<file path="src/rtl/j7s_pkg.sv">
`timescale 1ns / 1ps
package j7s_pkg;
    localparam int MAX_OUTER  = 256;
    localparam int MAX_MIDDLE = 64;
    localparam int MAX_INNER  = 64;
    localparam int PLANE_MAX  = (MAX_MIDDLE + 2) * (MAX_INNER + 2);
    localparam int WIN_DEPTH  = 2 * PLANE_MAX + 1;
    localparam int AW         = $clog2(WIN_DEPTH);
    localparam int XW         = $clog2(MAX_OUTER + 2);
    localparam int YW         = $clog2(MAX_MIDDLE + 2);
    localparam int ZW         = $clog2(MAX_INNER + 2);
    localparam int QDEPTH     = 4;
    localparam int QAW        = $clog2(QDEPTH);

    localparam logic [2:0] REG_X_SIZE   = 3'd0;
    localparam logic [2:0] REG_Y_SIZE   = 3'd1;
    localparam logic [2:0] REG_Z_SIZE   = 3'd2;
    localparam logic [2:0] REG_CENTER_W = 3'd3;
    localparam logic [2:0] REG_NEIGH_W  = 3'd4;

    // Work item handed from the front end to the datapath.
    typedef struct packed {
        logic [31:0] c;
        logic [31:0] xm;
        logic [31:0] xp;
        logic [31:0] ym;
        logic [31:0] yp;
        logic [31:0] zm;
        logic [31:0] zp;
        logic        last;
    } j7s_item_t;

    // Q16.16 * Q0.16 with round-half-up: floor((v*w + 2^15) / 2^16).
    function automatic logic signed [33:0] mul_round(input logic signed [49:0] p);
        logic signed [49:0] q;
        q = p + 50'sd32768;
        return q[49:16];
    endfunction
endpackage

</file>
<file path="src/rtl/j7s_queue.sv">
`timescale 1ns / 1ps
module j7s_queue import j7s_pkg::*; (
    input  logic      aclk,
    input  logic      aresetn,
    input  logic      wr_valid,
    input  j7s_item_t wr_item,
    output logic      full_soon,
    output logic      rd_valid,
    input  logic      rd_ready,
    output j7s_item_t rd_item
);
    j7s_item_t     mem [QDEPTH];
    logic [QAW-1:0] wp_reg, rp_reg;
    logic [QAW:0]   cnt_reg;
    logic           rd;

    assign rd_valid  = cnt_reg != '0;
    assign rd        = rd_valid && rd_ready;
    assign rd_item   = mem[rp_reg];
    // one item may still be in flight in the front end
    assign full_soon = cnt_reg >= (QAW+1)'(QDEPTH - 2);

    always_ff @(posedge aclk) begin
        if (wr_valid) mem[wp_reg] <= wr_item;
    end
    always_ff @(posedge aclk) begin
        if (!aresetn) begin
            wp_reg <= '0; rp_reg <= '0; cnt_reg <= '0;
        end else begin
            if (wr_valid) wp_reg <= wp_reg + QAW'(1);
            if (rd) rp_reg <= rp_reg + QAW'(1);
            cnt_reg <= cnt_reg + (QAW+1)'(wr_valid) - (QAW+1)'(rd);
        end
    end

    a_no_over: assert property (@(posedge aclk) disable iff (!aresetn)
        !(wr_valid && cnt_reg == (QAW+1)'(QDEPTH) && !rd)) else $error("queue overflow");
endmodule
</file>
<file path="config.mk">
export PLATFORM = sky130hd
export DESIGN_NAME = j7s_queue
export DESIGN_NICKNAME = d
export VERILOG_FILES = /design/src/rtl/j7s_pkg.sv /design/src/rtl/j7s_queue.sv
export SDC_FILE = /design/constraint.sdc
export NUM_CORES = 1
export LEC_CHECK = 0
export ABC_CLOCK_PERIOD_IN_PS = 6300
export BUFFER_PORTS_ARGS = -buffer_cell sky130_fd_sc_hd__buf_2
export CORE_MARGIN = 2
export CORE_UTILIZATION = 43
export DETAILED_ROUTE_END_ITERATION = 8
export GPL_TIMING_DRIVEN = 0
export PLACE_DENSITY = 0.65
export SLEW_MARGIN = 20
export SYNTH_ARGS = -nofsm -noshare
export SYNTH_HDL_FRONTEND = slang
export SYNTH_SLANG_ARGS = --single-unit
</file>
<file path="constraint.sdc">
create_clock -name aclk -period 6.3 [get_ports aclk]
set_clock_uncertainty 0.2 [all_clocks]
set_input_delay 0.63 -clock aclk [delete_from_list [all_inputs] [get_ports aclk]]
set_output_delay 0.63 -clock aclk [all_outputs]
set_load 0.01 [all_outputs]
</file>
Yosys cells after proc, flatten, opt, wreduce, memory -nomap -nowiden
Memories as Yosys holds them, arrays and structs flattened. A register that Yosys moved wholly into a read port is not among the register bits.
Cells that the tools add are included.
{"block": "word_totals", "ff_bits": 7, "latchBits": 0, "ram_bits": 900, "romBits": 0, "output_inout_bits": 227, "wordCells": 15, "n_memories": 1}
{"block": "classes", "add_sub_neg": 4, "mul": 0, "div_mod_pow": 0, "magnitude_cmp": 1, "n_eq_ne": 0, "shifts": 0, "mux": 4, "n_bitwise": 0, "n_reduce_logical": 2}
{"memory": "mem", "words": 4, "width": 225, "rd": 1, "rd_clocked_by_memory_dff": 1, "wr": 1, "line": "j7s_queue.sv:12", "text": "j7s_item_t mem [QDEPTH];"}
{"operator": "2-bit by 1-bit adder with 2-bit output, second input constant", "n": 2}
{"operator": "2-bit two-way mux", "n": 2}
{"operator": "3-bit by 1-bit adder with 3-bit output", "n": 1}
{"operator": "3-bit by 2-bit >= comparator with 1-bit output, second input constant", "n": 1}
{"operator": "3-bit nonzero test", "n": 1}
{"operator": "3-bit by 1-bit subtractor with 3-bit output", "n": 1}
{"operator": "1-bit two-way mux", "n": 2}
{"operator": "1-bit logical AND", "n": 1}

Logic depth before layout (Yosys ltp)
Gate-level depths: netlist of run 1.
{"block": "logic_depth", "depth_word": 4, "depth_mapped": 8}

Worst setup path after synthesis of run 1
No wires, ideal clock.
{"block": "synth_path", "kind": "in2reg", "start": "input port wr_valid", "end": "memory mem[0][0] (netlist bit) (enable)", "arrival_time_ns": 5.725, "slack_ns": -0.238, "stages": 1, "path_buffers": 0, "path_cell_list": "and2_1"}
{"block": "synth_via", "elab_chain_len": 2}
{"item": "start: declaration", "line": "j7s_queue.sv:5", "text": "input logic wr_valid,"}
{"item": "1-bit two-way mux", "line": "j7s_queue.sv:24", "text": "if (wr_valid) mem[wp_reg] <= wr_item;"}
{"item": "1-bit two-way mux (implied by the code)", "line": "j7s_queue.sv:24"}
{"item": "end: declaration", "line": "j7s_queue.sv:12"}
Every way passes these cells.

==> reports/results.ini, run 1 <==
[sta]
hold_viol_final = 0
tightest_slew_ns = 0.715
slew_violations = 0
slew_headroom_pct = 52.4
rsz0062_at_grt = false
setup_viol = 0
setup_tns_ns = 0
fmaxAchievable_mhz = 283
min_period_over_period_pct = 56.1
layout_min_cycle_time_ns = 3.54
hold_ws_ns = 0.0433

[floorplanning]
io_pins = 456
start_util_pct = 43.4
chipHeight_um = 281
core_area_um2 = 75800
die_w_um = 281
die-area_um2 = 78800
rows = 101

[synthesis]
muxShareOfSynthArea_pct = 15.5
syn_avg_cell_area_um2 = 26.9
yosysTopAreaCellShare_pct = 82.1
synth-warning-count = 0
synth_xor_area_share_pct = 0.0532
syn_nets = 1459
async_flop_share_pct = 0
synth_compound_area_share_pct = 0.0760
synth.most_common_cell = edfxtp_1
yosysTopAreaCell = edfxtp_1
synth_edf_count = 900
synth.distinct_cells = 20
synth_top_family_by_area = multiplexers
ys_seq_area_share_pct = 82.6
netlist_top_cells_area = edfxtp_1 82%, mux4_2 15%, buf_6 0.62%
ys.flop_type = edfxtp_1
synthAdderAreaFrac_pct = 0.327
synth-seq-cells = 909
synthTopCellsByCount = 900 x edfxtp_1, 225 x mux4_2, 25 x buf_2, 18 x buf_6, 9 x dfxtp_1
synthSimpleGateAreaFrac_pct = 0.247
synthesis.area_um2 = 32900
syn-instance-count = 1222

[clock_network]
root_buffer = clkbuf_16
clock_path_buffers = 3
htreeDepth = 3
path_clk_slew_ns = 0.06
cts.sink_count = 909
cts_buffers = 90
cts_tree = built
cts_setup_buffers = 0
clk_latency_ns = 0.61

[grt]
grt_pass1_wl_um = 101000
first_global_vias = 16600
grt.overflow.total = 0
grt_use_total_pct = 17.2
antenna_found_initial = 14
grt_max_degree = 47

[setup_path]
arrival_ns = 2.71
slowest_delay_ns = 0.46
crit_top_cell = buf_2
cpMaxStageDelayCell = buf_2
path_class = reg2out
cp_max_fo = 10
worstPathRequired_ns = 5.47
path_cells = buf_2, buf_2, buf_2, mux4_2, buf_2
startpoint_type = flop
crit_path_end_kind = primary output

[job]
max_cap_violations = 0

[placed_design]
dp_hpwl_um = 43800
port_buffers = 455
gp_congestion = 0.744

[finish]
largest_reg_flops = 900
synthToLayoutAreaGrowth_pct = 25.8
fillers = 5720
drive_gt1_share_pct = 42.4
layout.nets = 2201

[power]
max-vdd-ir-drop_uv = 223
pwr_density_cell_nw_per_um2 = 355
cellLeakagePower_nw = 14.0

[worst_hold_path]
hold_class = in2reg

[route]
drt-pass1-iter-count = 5
ant_nets = 0
via_per_inst = 5.14
avgRoutedWirePerCell_um = 22.7
drc = 0
wl_um = 68200
drt_iter0_markers = 983
num_vias = 15500

[status]
outcome = finished clean

through the flow:
step | area, um2 | instances | power, mW | util [%] | setup WS [ns]
global placement | 36400 | 2655 | 9.89 | 48.0 | -0.250
CTS | 41400 | 3004 | 14.9 | 54.6 | 2.52
global route | 41400 | 3005 | 15.3 | 54.6 | 2.53
detailed placement | 37000 | 2675 | 9.92 | 48.8 | 3.20
finish | 41400 | 3009 | 14.7 | 54.6 | 2.76
floorplan | 32900 | 1222 | 8.84 | - | 2.28
cell usage in the layout, fill, tap and decap left out, drive strengths merged, types with 5 or more instances in the layout:
master	instances
buf	519
clkinv	38
ha	7
edfxtp	900
diode	5
mux4	225
inv	8
and2	7
clkbuf	115
dfxtp	9
dlygate4sd3	175
per-layer routing:
| metal | vias to the layer above | global-route usage [%] | wire (um) |
|---|---|---|---|
| li1 | 6816 | - | - |
| met1 | 8073 | 21.9 | 26900 |
| met2 | 451 | 28.7 | 34400 |
| met3 | 110 | 5.40 | 5390 |
| met4 | 22 | 4.98 | 1450 |
| met5 | - | 0 | 134 |
area by class of cell:
type	count	area (um2)	area share (%)
Multi-Input combinational cell	256	5350	12.9
Timing Repair Buffer	650	4570	11.0
Clock inverter	45	368	0.888
Antenna cell	5	12.5	0.0302
Sequential cell	909	27200	65.7
Clock buffer	109	2320	5.61
Tap cell	978	1220	2.95
Buffer	50	354	0.855
Inverter	7	26.3	0.0634
what timing repair did:
item | CTS | global route
hold endpoints to repair | 655 | 0
gates resized for setup | 0 | 0
hold buffers | 175 | 0
where the power goes:
group	total [mW]	internal [mW]	switching [mW]
clock network	4.92	2.78	2.13
registers	7.02	6.96	0.0636
logic	2.79	1.36	1.43
path summary, 6_finish.rpt:
check,from,end,slack (ns),depth (start not counted)
setup reg to reg,wp_reg[0],mem[0][191],3.75,6
hold reg to reg,rp_reg[1],flop,0.30,2
setup / recovery,flop,rd_item[158],2.76,5
hold / removal,wr_item[60],mem[3][60],0.04,1
worst max-delay path, delay by kind of cell (launching register included):
family | cells | cell delay (ns)
buf+inv | 4 | 1.38
flops | 1 | 0.30
mux | 1 | 0.39
cell families (layout without fill, tap and decap cells):
kind of cell | Yosys count | after routing
DFF | 909 | 909
muxes | 229 | 229
buffers and inverters | 57 | 861
and+or+nand+nor | 14 | 14
adders and majority gates | 8 | 8
AOI/OAI and AO/OA | 3 | 3
xor gates and xnor gates | 2 | 2
other | 0 | 5
Note: power is estimated with default switching activity, not from simulation.
==> inputs of run 2 (changes only) <==
ABC_CLOCK_PERIOD_IN_PS = 3400   (was 6300)
PLACE_DENSITY = 0.63   (was 0.65)
clock period = 3.4 ns   (was 6.3 ns; I/O delays follow)
==> run 2 against run 1 <==
Largest cell class unchanged. Utilization up 1.4 points. First-iteration DRC count fell by 6.7%. Global-route usage up 0.13 points. Via count grew 1.9%. Clock power grew 110%. Critical path depth did not move.
==> reports/results.ini, run 2 (synthesis results as in run 1) <==
[setup_path]
rrSetupSlack_ns = 0.81  ; was 3.75 ns
path_class = reg2out  ; unchanged
crit-reg2reg-launch = wp_reg[0]  ; unchanged
arrival_ns = 2.70  ; was 2.71 ns
worstRegToRegCells = 5  ; was 6
worstPathRequired_ns = 2.86  ; was 5.47 ns
cp_max_fo = 10  ; unchanged
r2r_end = mem[3][150]  ; was mem[0][191]
startpoint_type = flop  ; unchanged
crit_path_end_kind = primary output  ; unchanged

[sta]
layout_min_cycle_time_ns = 3.24
rsz0062_at_grt = false  ; unchanged
fmaxAchievable_mhz = 309
slew_headroom_pct = 50.9  ; was 52.4%
setup_tns_ns = 0  ; unchanged
layout_setup_ws_ns = 0.161  ; was 2.76 ns
setup_viol = 0  ; unchanged
min_period_over_period_pct = 95.3
hold_viol_final = 0  ; unchanged
slew_violations = 0  ; unchanged
tightest_slew_ns = 0.736  ; was 0.715 ns
hold_ws_ns = 0.250  ; was 0.0433 ns

[power]
max-vdd-ir-drop_uv = 536  ; was 223 uV
cellLeakagePower_nw = 14.5  ; was 14.0 nW
pwr_density_cell_nw_per_um2 = 674  ; was 355 nW/um2
p_total_mw = 28.6  ; was 14.7 mW

[route]
drc = 0  ; unchanged
drt-pass1-iter-count = 4  ; was 5
avgRoutedWirePerCell_um = 22.4  ; was 22.7 um
wl_met2_um = 34900  ; was 34400 um
met3WireLength_um = 5180  ; was 5390 um
drt_iter0_markers = 917  ; was 983
ant_nets = 0  ; unchanged
wl_um = 68900  ; was 68200 um
routed.top_layer = met5  ; unchanged
via_per_inst = 5.12  ; was 5.14
num_vias = 15800  ; was 15.5k
drt-met1-wl_um = 27300  ; was 26900 um

[finish]
layout.nets = 2258  ; was 2201
seq_area_um2 = 27200  ; unchanged
final_common_cell = edfxtp_1  ; unchanged
largest_reg_flops = 900  ; unchanged
final_cells = 3080  ; was 3009
layout_common_cells = 900 x edfxtp_1, 479 x buf_2, 228 x dlygate4sd3_1  ; was 900 x edfxtp_1, 480 x buf_2, 225 x mux4_2
post-route-util_pct = 56.0  ; was 54.6%
fin_area_um2 = 42500  ; was 41400 um2
synthToLayoutAreaGrowth_pct = 29.0  ; was 25.8%
drive_gt1_share_pct = 42.5  ; was 42.4%
multi_input_area_um2 = 5350  ; unchanged
fillers = 5681  ; was 5720

[floorplanning]
io_pins = 456  ; unchanged
core_area_um2 = 75800  ; unchanged
die-area_um2 = 78800  ; unchanged
die_w_um = 281  ; unchanged
rows = 101  ; unchanged
chipHeight_um = 281  ; unchanged
start_util_pct = 43.4  ; unchanged

[grt]
grt_use_total_pct = 17.4  ; was 17.2%
first_global_vias = 16800  ; was 16.6k
grt_pass1_wl_um = 102000  ; was 101000 um
grt.overflow.total = 0  ; unchanged
grt_max_degree = 45  ; was 47
antenna_found_initial = 7  ; was 14

[clock_network]
cts_buffers = 92  ; was 90
cts_tree = built  ; unchanged
clk_latency_ns = 0.62  ; was 0.61 ns
clock_path_buffers = 3  ; unchanged
path_clk_slew_ns = 0.06  ; about the same
htreeDepth = 3  ; unchanged
root_buffer = clkbuf_16  ; unchanged
cts.sink_count = 909  ; unchanged

[placed_design]
dp_worst_setup_slack_ns = 0.579  ; was 3.20 ns
gp_congestion = 0.708  ; was 0.744
place_area_um2 = 37000  ; about the same
port_buffers = 455  ; unchanged
dp_hpwl_um = 43400  ; was 43800 um
placed_cells = 2677  ; was 2675

[worst_hold_path]
hp-start = wr_item[118]  ; was wr_item[60]
hold_depth = 2  ; was 1
min_to = mem[0][118]  ; was mem[3][60]
hold_class = in2reg  ; unchanged

[job]
max_cap_violations = 0  ; unchanged

[status]
outcome = finished clean  ; unchanged

-- run 2: cell types whose count changed in the layout (fill, tap and decap cells not counted), sizes merged --
cell,delta
bufinv,+10
clkinvlp,+3
clkinv,+1
buf,+2
dlygate4sd3,+53
diode,+2
inv,+2
clkbuf,-2
-- run 2: final cells by class --
cell class	instances	area share (%)
Antenna cell	7	0.0412
Buffer	50	0.840
Clock buffer	107	5.70
Clock inverter	61	1.75
Inverter	7	0.0619
Multi-Input combinational cell	256	12.6
Sequential cell	909	64.1
Tap cell	978	2.88
Timing Repair Buffer	705	12.1
-- run 2: critical path, stage by stage, from the launching register on --
cell and delay (ns):
dfxtp_1 0.31, buf_2 0.35, buf_4 0.33, buf_2 0.36, mux4_2 0.49, buf_2 0.19
-- run 2: how the worst max path moves through the flow --
| stage | from | end | slack [ns] | cells past startpoint |
|---|---|---|---|---|
| after floorplan | wp_reg[0] | mem[2][0] | 0.64 | 3 |
| after CTS | flop | rd_item[105] | 0.02 | 5 |
| after global routing | flop | rd_item[105] | 0.02 | 5 |
| after detailed placement | flop | rd_item[105] | 0.58 | 5 |
| final | flop | rd_item[105] | 0.16 | 5 |
| after global placement | wr_valid | mem[3][191] | -0.74 | 2 |
-- run 2: repair_timing --
| item | CTS | global route |
|---|---|---|
| buffers inserted | 0 | 0 |
| endpoints found under the setup margin | 3 | 0 |
| gates resized for setup | 1 | 0 |
| hold buffers | 228 | 0 |
| hold endpoints to repair | 909 | 0 |
-- run 2: where the power goes --
group / internal (mW) / switching, mW
clock: 6.21 / 4.17
sequential: 12.9 / 0.117
combinational: 2.56 / 2.68
total: 21.7 / 6.97
-- run 2: routing by layer --
| layer | track usage (%) | up-vias |
|---|---|---|
| met2 | 29.2 | 460 |
| met1 | 21.9 | 8262 |
| met4 | 5.46 | 6 |
| met5 | 0 | - |
| met3 | 4.94 | 98 |
| li1 | - | 6936 |
==> inputs of run 3 (changes only) <==
ABC_CLOCK_PERIOD_IN_PS = 3600   (was 3400)
clock period = 3.6 ns   (was 3.4 ns; I/O delays follow)
==> run 3 against run 2 <==
Flip-flop and latch count did not move. Sequential share of layout area about the same. Hold slack gained 0.019 ns. Utilization about the same. Clock power shrank 6%. Total power decreased by 5.6%. Design area about the same. Cell count stayed put. Global-route usage did not move. Sequential power is 5% lower. Setup slack improved by 0.058 ns. Critical endpoint unchanged. Largest cell class unchanged.
==> reports/results.ini, run 3 (synthesis results as in run 1) <==
[sta]
setup_viol = 0  ; unchanged
min_period_over_period_pct = 93.9
setup_tns_ns = 0  ; unchanged
slew_violations = 0  ; unchanged
fmaxAchievable_mhz = 296
tightest_slew_ns = 0.738  ; was 0.736 ns
slew_headroom_pct = 50.8  ; was 50.9%
hold_viol_final = 0  ; unchanged
layout_min_cycle_time_ns = 3.38
rsz0062_at_grt = false  ; unchanged

[setup_path]
arrival_ns = 2.82  ; was 2.70 ns
startpoint_type = flop  ; unchanged
worstPathRequired_ns = 3.04  ; was 2.86 ns
crit_path_end_kind = primary output  ; unchanged
path_class = reg2out  ; unchanged
cp_max_fo = 10  ; unchanged

[finish]
layout.nets = 2258  ; unchanged
layout_common_cells = 900 x edfxtp_1, 480 x buf_2, 228 x dlygate4sd3_1  ; was 900 x edfxtp_1, 479 x buf_2, 228 x dlygate4sd3_1
drive_gt1_share_pct = 42.5  ; unchanged
multi_input_area_um2 = 5350  ; unchanged
largest_reg_flops = 900  ; unchanged
synthToLayoutAreaGrowth_pct = 29.0  ; about the same
fillers = 5682  ; was 5681
post-route-util_pct = 56.0  ; about the same
final_common_cell = edfxtp_1  ; unchanged
seq_area_um2 = 27200  ; unchanged

[floorplanning]
start_util_pct = 43.4  ; unchanged
io_pins = 456  ; unchanged
chipHeight_um = 281  ; unchanged
rows = 101  ; unchanged
die-area_um2 = 78800  ; unchanged
core_area_um2 = 75800  ; unchanged
die_w_um = 281  ; unchanged

[route]
avgRoutedWirePerCell_um = 22.4  ; about the same
num_vias = 15800  ; about the same
drt-pass1-iter-count = 4  ; unchanged
via_per_inst = 5.12  ; about the same
drt_iter0_markers = 917  ; unchanged
ant_nets = 0  ; unchanged
drc = 0  ; unchanged
wl_um = 68900  ; about the same

[power]
cellLeakagePower_nw = 14.5  ; unchanged
max-vdd-ir-drop_uv = 506  ; was 536 uV
p_sw_mw = 6.58  ; was 6.97 mW
pwr-share-clk_pct = 36.2  ; about the same
power.internal_mw = 20.5  ; was 21.7 mW
seqPwrFrac_pct = 45.5  ; about the same
p_total_mw = 27.0  ; was 28.6 mW
pwr_density_cell_nw_per_um2 = 637  ; was 674 nW/um2
switching_share_pct = 24.3  ; about the same
combPwrFrac_pct = 18.3  ; about the same

[grt]
grt.overflow.total = 0  ; unchanged
grt_pass1_wl_um = 102000  ; unchanged
grt_use_total_pct = 17.4  ; unchanged
antenna_found_initial = 7  ; unchanged
first_global_vias = 16800  ; unchanged
grt_max_degree = 45  ; unchanged

[clock_network]
htreeDepth = 3  ; unchanged
cts.sink_count = 909  ; unchanged
cts_tree = built  ; unchanged
cts_buffers = 92  ; unchanged
path_clk_slew_ns = 0.06  ; about the same
cts_resized = 0  ; was 1
clk_latency_ns = 0.62  ; about the same
clock_path_buffers = 3  ; unchanged
cts_setup_buffers = 0  ; unchanged
ctsHoldBuffers = 228  ; unchanged
root_buffer = clkbuf_16  ; unchanged

[status]
outcome = finished clean  ; unchanged

[placed_design]
dp_hpwl_um = 43400  ; unchanged
gp_congestion = 0.708  ; unchanged
port_buffers = 455  ; unchanged

[worst_hold_path]
hold_class = reg2reg  ; was in2reg

[job]
max_cap_violations = 0  ; unchanged

## run 3: cell count changes in the layout (fill, tap and decap cells not counted)
cell / change
buf_4: -1
buf_2: +1
## run 3: final cells by class
cell class	instances	area share, %
buffer	50	0.834
multi-input combinational	256	12.6
timing repair buffer	705	12.1
inverter	7	0.0619
clock inverter	61	1.75
tap	978	2.88
sequential	909	64.1
clock buffer	107	5.70
antenna	7	0.0413
## run 3: power by group through the flow
stage	sequential [mW]	clock, mW	combinational (mW)
6_report	12.3	9.80	4.95
4_1_cts	12.3	10.1	5.09
3_3_place_gp	12.5	0	4.73
5_1_grt	12.3	10.4	5.33
2_1_floorplan	12.5	0	2.94
3_5_place_dp	12.5	0	4.86
## run 3: worst max-delay path: stages, from the launching register on
cell,delay [ns]
dfxtp_1,0.31
buf_2,0.33
buf_2,0.43
buf_2,0.40
mux4_2,0.49
buf_2,0.19
## run 3: stage by stage
step	area [um2]	cells	hold WS (ns)	setup slack [ns]
after floorplan	32900	1222	0.249	0.840
after global placement	36400	2655	0.263	-0.557
after detailed placement	37000	2677	0.283	0.759
after CTS	42400	3073	0.211	0.0424
after global routing	42500	3077	0.234	0.0430
final	42500	3080	0.268	0.218
## run 3: worst paths after layout
kind,startpoint,to,slack (ns),cells after the start
max,flop,rd_item[105],0.22,5
min,rp_reg[1],flop,0.27,2
max reg2reg,wp_reg[0],mem[3][150],1.01,5
min reg2reg,rp_reg[1],flop,0.27,2
## run 3: metal layers
layer / global-route usage (%) / wire length [um] / vias to the layer above
li1: - / - / 6934
met1: 21.9 / 27300 / 8256
met2: 29.2 / 34900 / 465
met3: 4.94 / 5200 / 98
met4: 5.46 / 1490 / 6
met5: 0 / 33 / -
